## config.mk

```make
export PLATFORM = sky130hd
export DESIGN_NAME = graphlet_type_classifier_core
export DESIGN_NICKNAME = d
export VERILOG_FILES = /design/src/hw/rtl/gtc_pkg.sv /design/src/hw/rtl/gtc_degree.sv /design/src/hw/rtl/gtc_sort.sv /design/src/hw/rtl/gtc_match.sv /design/src/hw/rtl/graphlet_type_classifier_core.sv
export SDC_FILE = /design/constraint.sdc
export NUM_CORES = 1
export LEC_CHECK = 0
export BUFFER_PORTS_ARGS = -buffer_cell sky130_fd_sc_hd__buf_4
export CAP_MARGIN = 40
export CORE_MARGIN = 10
export CORE_UTILIZATION = 57
export CTS_CLUSTER_SIZE = 8
export DETAILED_ROUTE_END_ITERATION = 12
export HOLD_SLACK_MARGIN = 0.1
export PLACE_DENSITY = 0.78
export SETUP_SLACK_MARGIN = 0.2
export SYNTH_ARGS = -nofsm -noshare
export SYNTH_HDL_FRONTEND = slang
export SYNTH_SLANG_ARGS = --single-unit
```

## constraint.sdc

```tcl
create_clock -name clock -period 8.4 [get_ports clock]
set_clock_uncertainty 0.2 [all_clocks]
set_input_delay 0.42 -clock clock [delete_from_list [all_inputs] [get_ports clock]]
set_output_delay 0.42 -clock clock [all_outputs]
set_load 0.02 [all_outputs]
```

## src/hw/rtl/gtc_pkg.sv

```systemverilog
// Shared types, constants and the signature lookup for the graphlet type classifier.
// No dependencies.
`timescale 1ns / 1ps

package gtc_pkg;

   localparam int NODES     = 5;
   localparam int PAIRS     = 10;
   localparam int DEG_W     = 3;
   localparam int COUNT_W   = 3;
   localparam int TYPE_W    = 5;
   localparam int SORT_CE   = 9;

   localparam logic [COUNT_W-1:0] COUNT_MIN = 3'd3;
   localparam logic [COUNT_W-1:0] COUNT_3   = 3'd3;
   localparam logic [COUNT_W-1:0] COUNT_4   = 3'd4;
   localparam logic [COUNT_W-1:0] COUNT_5   = 3'd5;

   localparam logic [DEG_W-1:0] DEG_1 = 3'd1;
   localparam logic [DEG_W-1:0] DEG_2 = 3'd2;
   localparam logic [DEG_W-1:0] DEG_3 = 3'd3;

   // node pair of each edge mask bit
   localparam logic [DEG_W-1:0] PAIR_I [PAIRS] = '{
      3'd0, 3'd0, 3'd0, 3'd0, 3'd1, 3'd1, 3'd1, 3'd2, 3'd2, 3'd3};
   localparam logic [DEG_W-1:0] PAIR_J [PAIRS] = '{
      3'd1, 3'd2, 3'd3, 3'd4, 3'd2, 3'd3, 3'd4, 3'd3, 3'd4, 3'd4};

   // five-input sorting network, applied in order
   localparam logic [DEG_W-1:0] CE_LO [SORT_CE] = '{
      3'd0, 3'd3, 3'd2, 3'd2, 3'd1, 3'd0, 3'd0, 3'd1, 3'd1};
   localparam logic [DEG_W-1:0] CE_HI [SORT_CE] = '{
      3'd1, 3'd4, 3'd4, 3'd3, 3'd4, 3'd3, 3'd2, 3'd3, 3'd2};

   typedef logic [NODES-1:0][DEG_W-1:0] deg_vec_type;

   typedef struct packed {
      logic [COUNT_W-1:0] node_count;
      logic [PAIRS-1:0]   edge_mask;
   } req_type;

   typedef struct packed {
      logic [TYPE_W-1:0] graphlet_type;
      logic              type_valid;
   } rsp_type;

   typedef struct packed {
      logic               count_ok;
      logic [COUNT_W-1:0] node_count;
      logic [PAIRS-1:0]   adj;
      deg_vec_type        deg;
   } deg_stage_type;

   typedef struct packed {
      logic               count_ok;
      logic [COUNT_W-1:0] node_count;
      deg_vec_type        sorted;
      logic               split_a;
      logic               split_b;
   } sort_stage_type;

   function automatic rsp_type sig_lookup(
      input logic [COUNT_W-1:0] n,
      input deg_vec_type        s,
      input logic               split_a,
      input logic               split_b
   );
      rsp_type r;
      logic [3*DEG_W-1:0] s3;
      logic [4*DEG_W-1:0] s4;
      logic [5*DEG_W-1:0] s5;
      r  = '0;
      s3 = {s[2], s[3], s[4]};
      s4 = {s[1], s[2], s[3], s[4]};
      s5 = {s[0], s[1], s[2], s[3], s[4]};
      r.type_valid = 1'b1;
      case (n)
         COUNT_3: begin
            case (s3)
               {3'd1, 3'd1, 3'd2}: r.graphlet_type = 5'd0;
               {3'd2, 3'd2, 3'd2}: r.graphlet_type = 5'd1;
               default:            r.type_valid = 1'b0;
            endcase
         end
         COUNT_4: begin
            case (s4)
               {3'd1, 3'd1, 3'd2, 3'd2}: r.graphlet_type = 5'd2;
               {3'd1, 3'd1, 3'd1, 3'd3}: r.graphlet_type = 5'd3;
               {3'd2, 3'd2, 3'd2, 3'd2}: r.graphlet_type = 5'd4;
               {3'd1, 3'd2, 3'd2, 3'd3}: r.graphlet_type = 5'd5;
               {3'd2, 3'd2, 3'd3, 3'd3}: r.graphlet_type = 5'd6;
               {3'd3, 3'd3, 3'd3, 3'd3}: r.graphlet_type = 5'd7;
               default:                  r.type_valid = 1'b0;
            endcase
         end
         COUNT_5: begin
            case (s5)
               {3'd1, 3'd1, 3'd2, 3'd2, 3'd2}: r.graphlet_type = 5'd8;
               {3'd1, 3'd1, 3'd1, 3'd2, 3'd3}: r.graphlet_type = 5'd9;
               {3'd1, 3'd1, 3'd1, 3'd1, 3'd4}: r.graphlet_type = 5'd10;
               {3'd1, 3'd1, 3'd2, 3'd3, 3'd3}: r.graphlet_type = 5'd11;
               {3'd1, 3'd2, 3'd2, 3'd2, 3'd3}:
                  r.graphlet_type = split_a ? 5'd12 : 5'd15;
               {3'd1, 3'd1, 3'd2, 3'd2, 3'd4}: r.graphlet_type = 5'd13;
               {3'd2, 3'd2, 3'd2, 3'd2, 3'd2}: r.graphlet_type = 5'd14;
               {3'd1, 3'd2, 3'd2, 3'd3, 3'd4}: r.graphlet_type = 5'd16;
               {3'd2, 3'd2, 3'd2, 3'd2, 3'd4}: r.graphlet_type = 5'd17;
               {3'd1, 3'd2, 3'd3, 3'd3, 3'd3}: r.graphlet_type = 5'd18;
               {3'd2, 3'd2, 3'd2, 3'd3, 3'd3}:
                  r.graphlet_type = split_b ? 5'd20 : 5'd19;
               {3'd2, 3'd2, 3'd2, 3'd4, 3'd4}: r.graphlet_type = 5'd21;
               {3'd1, 3'd3, 3'd3, 3'd3, 3'd4}: r.graphlet_type = 5'd22;
               {3'd2, 3'd2, 3'd3, 3'd3, 3'd4}: r.graphlet_type = 5'd23;
               {3'd2, 3'd3, 3'd3, 3'd3, 3'd3}: r.graphlet_type = 5'd24;
               {3'd2, 3'd3, 3'd3, 3'd4, 3'd4}: r.graphlet_type = 5'd25;
               {3'd3, 3'd3, 3'd3, 3'd3, 3'd4}: r.graphlet_type = 5'd26;
               {3'd3, 3'd3, 3'd4, 3'd4, 3'd4}: r.graphlet_type = 5'd27;
               {3'd4, 3'd4, 3'd4, 3'd4, 3'd4}: r.graphlet_type = 5'd28;
               default:                        r.type_valid = 1'b0;
            endcase
         end
         default: r.type_valid = 1'b0;
      endcase
      if (!r.type_valid) begin
         r.graphlet_type = '0;
      end
      return r;
   endfunction

endpackage

```

## src/hw/rtl/gtc_degree.sv

```systemverilog
// Stage 1: masks edges beyond the node count and computes node degrees.
// Depends on gtc_pkg.
`timescale 1ns / 1ps

module gtc_degree
   import gtc_pkg::*;
(
   input  logic          clock,
   input  logic          reset,
   input  logic          in_valid,
   output logic          in_ready,
   input  req_type       in_data,
   output logic          out_valid,
   input  logic          out_ready,
   output deg_stage_type out_data
);

   logic          valid_ff;
   logic          valid_in;
   deg_stage_type data_ff;
   deg_stage_type data_in;

   assign in_ready = !valid_ff || out_ready;
   assign valid_in = in_ready ? in_valid : valid_ff;

   always_comb begin
      data_in            = '0;
      data_in.node_count = in_data.node_count;
      data_in.count_ok   = (in_data.node_count >= COUNT_MIN)
                           && (in_data.node_count <= COUNT_5);
      for (int p = 0; p < PAIRS; p++) begin
         data_in.adj[p] = in_data.edge_mask[p] && (PAIR_J[p] < in_data.node_count);
         data_in.deg[PAIR_I[p]] = data_in.deg[PAIR_I[p]] + DEG_W'(data_in.adj[p]);
         data_in.deg[PAIR_J[p]] = data_in.deg[PAIR_J[p]] + DEG_W'(data_in.adj[p]);
      end
   end

   always_ff @(posedge clock) begin
      if (reset) begin
         valid_ff <= 1'b0;
      end else begin
         valid_ff <= valid_in;
      end
   end

   always_ff @(posedge clock) begin
      if (in_valid && in_ready) begin
         data_ff <= data_in;
      end
   end

   assign out_valid = valid_ff;
   assign out_data  = data_ff;

endmodule

```

## src/hw/rtl/gtc_sort.sv

```systemverilog
// Stage 2: sorts the degrees ascending and evaluates the two neighbour tests.
// Depends on gtc_pkg.
`timescale 1ns / 1ps

module gtc_sort
   import gtc_pkg::*;
(
   input  logic           clock,
   input  logic           reset,
   input  logic           in_valid,
   output logic           in_ready,
   input  deg_stage_type  in_data,
   output logic           out_valid,
   input  logic           out_ready,
   output sort_stage_type out_data
);

   logic           valid_ff;
   logic           valid_in;
   sort_stage_type data_ff;
   sort_stage_type data_in;

   assign in_ready = !valid_ff || out_ready;
   assign valid_in = in_ready ? in_valid : valid_ff;

   always_comb begin
      logic [DEG_W-1:0] lo;
      logic [DEG_W-1:0] hi;
      logic [DEG_W-1:0] di;
      logic [DEG_W-1:0] dj;
      data_in            = '0;
      data_in.count_ok   = in_data.count_ok;
      data_in.node_count = in_data.node_count;
      data_in.sorted     = in_data.deg;
      for (int c = 0; c < SORT_CE; c++) begin
         lo = data_in.sorted[CE_LO[c]];
         hi = data_in.sorted[CE_HI[c]];
         if (lo > hi) begin
            data_in.sorted[CE_LO[c]] = hi;
            data_in.sorted[CE_HI[c]] = lo;
         end
      end
      for (int p = 0; p < PAIRS; p++) begin
         di = in_data.deg[PAIR_I[p]];
         dj = in_data.deg[PAIR_J[p]];
         if (in_data.adj[p]) begin
            if ((di == DEG_1 && dj == DEG_2) || (di == DEG_2 && dj == DEG_1)) begin
               data_in.split_a = 1'b1;
            end
            if (di == DEG_3 && dj == DEG_3) begin
               data_in.split_b = 1'b1;
            end
         end
      end
   end

   always_ff @(posedge clock) begin
      if (reset) begin
         valid_ff <= 1'b0;
      end else begin
         valid_ff <= valid_in;
      end
   end

   always_ff @(posedge clock) begin
      if (in_valid && in_ready) begin
         data_ff <= data_in;
      end
   end

   assign out_valid = valid_ff;
   assign out_data  = data_ff;

endmodule

```

## src/hw/rtl/gtc_match.sv

```systemverilog
// Stage 3: matches the sorted signature against the graphlet table; output register.
// Depends on gtc_pkg.
`timescale 1ns / 1ps

module gtc_match
   import gtc_pkg::*;
(
   input  logic           clock,
   input  logic           reset,
   input  logic           in_valid,
   output logic           in_ready,
   input  sort_stage_type in_data,
   output logic           out_valid,
   input  logic           out_ready,
   output rsp_type        out_data
);

   logic    valid_ff;
   logic    valid_in;
   rsp_type data_ff;
   rsp_type data_in;

   assign in_ready = !valid_ff || out_ready;
   assign valid_in = in_ready ? in_valid : valid_ff;

   always_comb begin
      if (in_data.count_ok) begin
         data_in = sig_lookup(in_data.node_count, in_data.sorted,
                              in_data.split_a, in_data.split_b);
      end else begin
         data_in = '0;
      end
   end

   always_ff @(posedge clock) begin
      if (reset) begin
         valid_ff <= 1'b0;
      end else begin
         valid_ff <= valid_in;
      end
   end

   always_ff @(posedge clock) begin
      if (in_valid && in_ready) begin
         data_ff <= data_in;
      end
   end

   assign out_valid = valid_ff;
   assign out_data  = data_ff;

endmodule

```

## src/hw/rtl/graphlet_type_classifier_core.sv

```systemverilog
// Graphlet type classifier: top level, three-stage pipeline.
// Depends on gtc_pkg, gtc_degree, gtc_sort, gtc_match.
//
// Usage:
//   req_ channel carries one graphlet (node_count 3..5, upper-triangle edge_mask).
//   rsp_ channel returns graphlet_type (0..28) and type_valid, one result per
//   request, in request order. Unmatched signatures and bad counts give
//   type_valid 0 with type 0.
//   Path: each request passes the degree, sort and match stage registers, in
//   that order, before it reaches rsp_valid.
//   Throughput: one transfer per cycle while rsp_ready stays high; every stage holds one item and takes a
//   new one whenever its own register is empty or is being drained that cycle.
//   Stall: when rsp_ready is low the result holds in the output register and
//   the stages behind it fill up; req_ready drops once all three are full.
//   Reset: synchronous, clears all stage valid bits; the pipeline is empty and
//   req_ready is high in the first cycle after reset.
`timescale 1ns / 1ps

module graphlet_type_classifier_core
   import gtc_pkg::*;
(
   input  logic    clock,
   input  logic    reset,
   input  logic    req_valid,
   output logic    req_ready,
   input  req_type req_data,
   output logic    rsp_valid,
   input  logic    rsp_ready,
   output rsp_type rsp_data
);

   logic           s1_valid;
   logic           s1_ready;
   deg_stage_type  s1_data;
   logic           s2_valid;
   logic           s2_ready;
   sort_stage_type s2_data;

   gtc_degree u_degree (
      .clock     (clock),
      .reset     (reset),
      .in_valid  (req_valid),
      .in_ready  (req_ready),
      .in_data   (req_data),
      .out_valid (s1_valid),
      .out_ready (s1_ready),
      .out_data  (s1_data)
   );

   gtc_sort u_sort (
      .clock     (clock),
      .reset     (reset),
      .in_valid  (s1_valid),
      .in_ready  (s1_ready),
      .in_data   (s1_data),
      .out_valid (s2_valid),
      .out_ready (s2_ready),
      .out_data  (s2_data)
   );

   gtc_match u_match (
      .clock     (clock),
      .reset     (reset),
      .in_valid  (s2_valid),
      .in_ready  (s2_ready),
      .in_data   (s2_data),
      .out_valid (rsp_valid),
      .out_ready (rsp_ready),
      .out_data  (rsp_data)
   );

endmodule

```

==> metrics <==
IO buf count=24; crit path from=u_degree.out_data[13]$_DFFE_PP_; max-slew violation count=0; Pwr per Cell Area=454.1 nW/µm²; max_slew headroom=0.5635; mux cell area share after synthesis=0.04012; cells after synthesis=493; placed insts=630; Hold Vio Cnt, Final=0; P&R area growth vs syn=19.67%; Worst path max stage delay=0.43 ns; critical-path maximum fanout=5; startpoint types=flip-flop; Post-Layout Cell Count=about 670; register area=1742 µm²; Hold WC Path Type=in2reg; Post-Place Worst Slack=-0.4284 ns; Synth Area in XOR/XNOR=0.001812; Post-Synth Adder-Cell Area=0.1165; H-tree levels=3; Clk pwr share=0.099; Vias=4203; WP data arrival=about 7.9 ns; Post-synth EDFFs=56; Clock Tree Buf Depth=2; CTS sink cnt=a little under 60; post-route ant nets=0; setup_tns=0 ns; final net count=just over 600; total clock buffers created by CTS=9; grt ovf=0; Initial Util=0.5882; MaxCap Viol Count=0; flops & latches, synth=between 50 and 60; Setup WS post-layout=0.4136 ns; Max Freq=125.2 MHz; row count=33; main combinational cell family by area after synthesis=simple AND/OR/NAND/NOR gates; asr flop ratio synth=0; Avg Inst Size Synth=9.804 µm²; min-delay src=req_data[11]; Yosys cell types=78; antenna violations before repair=0; Reg clk slew, reported paths=~0.06 ns; area of the core=8217 µm²; Sw Ratio=0.4459; clk_lat worst skew=0.33 ns; Slowest cell on crit path=edfxtp_1; share of cells above drive strength 1=0.2384; Mapped Area=4833 µm²; Gate power share=0.690; Tmin final=7.986 ns; ys flop type=edfxtp_1; Synth Area in Compound Gates=0.2120; leakage power=2.264 nW; Seq/Total Area, Yosys=0.3603; Power Total=around 2.6 mW; Final Instance Area=between 5000 and 6000 µm²; CTS root buf=clkbuf_8; Setup Viol. Count Final=0; syn nets=552; final worst-path cycle share=0.9508; number of DRC violations after detailed-routing iteration 0=270; Die Footprint=approximately 13000 µm²; area of the multi-input gates=3153 µm²; DR vias/cell=6.301; Final Wtd Congestion=~0.93; NetSw=~1.2 mW; Reg2Reg Depth=42; Req. time, crit path=8.26 ns; largest net degree at the start of global routing=30; Int Pwr=1.455 mW; first-pass GRT wire length=19380 µm; Die Span X=112.1 µm; Routed WL=12210 µm; die height=roughly 110 µm; vias in the first global route=4095; CP most frequent cell=ha_1; Initial DRT Pass Iterations=7; Post-Route Utilization=0.7040; HPWL after DPL=9226 µm; Fin Hold WS=between 0.1 and 0.15 ns; peak supply drop=0.3243 mV; Worst-Margin Slew=0.6365 ns; setup slack, reg-to-reg=0.41 ns; FF-to-FF Start=u_degree.out_data[13]$_DFFE_PP_; crit path kind=reg2reg; n_diodes=0; Tot GR Track Use=0.1809; simple-gate area share of the yosys netlist=0.2389; worst hold stages=1; DRC Markers=0; area post-placement=5226 µm²; status=completed; warnings from Yosys=0; CTS tree=yes; register share of total power=0.211; routed len/inst=between 15 and 20 µm; I/O Pins=25; # fillers=600; CP endpoint kind=flip-flop
cells by family (layout without fill, tap and decap cells):
group	count (synthesis)	in the layout
and+or+nand+nor	195	195
AOI/OAI and AO/OA	141	141
DFF	59	59
adders and majority gates	42	42
buffers and inverters	36	105
muxes	19	19
xor gates and xnor gates	1	1
flip-flops by register name, indices dropped and copies added (netlist names):
signal	flops
u_degree.out_data	29
u_degree.out_valid	1
u_match.out_data	6
u_match.out_valid	1
u_sort.out_data	21
u_sort.out_valid	1
Yosys cell counts, types with 3 or more instances:
library cell / n / area [µm²]
nand2b_1: 10 / 62.56
o311ai_0: 5 / 43.79
edfxtp_1: 56 / 1682
a31oi_1: 7 / 43.79
nor2_1: 24 / 90.09
nand3_1: 22 / 110.1
nand2_1: 49 / 183.9
a22o_1: 3 / 26.28
nor2b_1: 19 / 118.9
mux2i_1: 16 / 160.2
o21ai_0: 32 / 160.2
nand4_1: 10 / 62.56
inv_1: 31 / 116.4
mux2_2: 3 / 33.78
nor3_1: 11 / 55.05
o211ai_1: 3 / 22.52
buf_4: 3 / 22.52
or2_2: 3 / 18.77
o31ai_1: 6 / 45.04
dfxtp_1: 3 / 60.06
and3_1: 4 / 25.02
a22oi_1: 5 / 37.54
and2_1: 9 / 56.30
a21boi_0: 3 / 22.52
o21a_1: 7 / 52.55
o22ai_1: 13 / 81.33
nand3b_1: 6 / 45.04
a211oi_1: 6 / 45.04
a32oi_1: 4 / 35.03
fa_1: 5 / 100.1
a21oi_1: 19 / 95.09
ha_1: 37 / 462.9
nor3b_1: 3 / 22.52
cells in the final DEF (no fill, tap or decap), drive strengths merged, types with 4 or more instances in the layout:
cell type	instances
edfxtp	56
buf	56
nand2	49
ha	37
o21ai	34
inv	31
nor2	24
nand3	23
nor2b	20
a21oi	19
mux2i	16
clkbuf	14
o22ai	13
nor3	12
nand2b	11
nand4	10
and2	9
a31oi	9
o21a	7
o31ai	7
nand3b	6
a211oi	6
nor3b	6
a22oi	5
fa	5
o311ai	5
a21boi	5
and3	4
a32oi	4
metal layers:
| metal | track usage | up-vias | wire, µm |
|---|---|---|---|
| met1 | 0.1997 | 2013 | 4913 |
| met2 | 0.3349 | 128 | 6560 |
| met3 | 0.03195 | 30 | 431 |
| li1 | - | 2032 | - |
| met5 | 0 | - | 0 |
| met4 | 0.06937 | 0 | 302 |
cell type report:
class / instances / area share
clock buffer: 14 / 0.02812
clock inverter: 2 / 0.006057
inverter: 31 / 0.02012
multi-input combinational: 398 / 0.5451
sequential: 59 / 0.3011
tap: 105 / 0.02271
timing repair buffer: 58 / 0.07679
path summary, 6_finish.rpt:
kind | to
worst max-delay path | u_sort.out_data[6]$_DFFE_PP_
worst min-delay path | u_degree.out_data[26]$_DFFE_PP_
worst max register to register | u_sort.out_data[6]$_DFFE_PP_
worst min register to register | u_sort.out_data[19]$_DFFE_PP_
worst max-delay path, delay by kind of cell, from the launching register on:
family / cells / cell delay (ns)
AO/OA/AOI/OAI: 14 / 2.31
AND/OR/NAND/NOR: 13 / 1.87
adder cells (fa/ha/maj): 6 / 1.62
buffers and inverters: 7 / 0.87
flip-flops: 1 / 0.43
multiplexers: 2 / 0.42
what timing repair did:
action / CTS / global route
endpoints found under the hold margin: 4 / 0
pin swaps: 0 / 17
endpoints found under the setup margin: 6 / 6
setup buffers: 1 / 18
resized for setup: 12 / 39
hold buffers: 2 / 0
power by group through the flow:
stage	registers [mW]	logic (mW)	clock network (mW)
CTS	0.553	1.52	0.264
finish	0.554	1.81	0.260
global route	0.564	2.00	0.278
global placement	0.552	1.43	0
detailed placement	0.558	1.50	0
floorplan	0.519	1.15	0
Power figures use the tool's default switching activity.
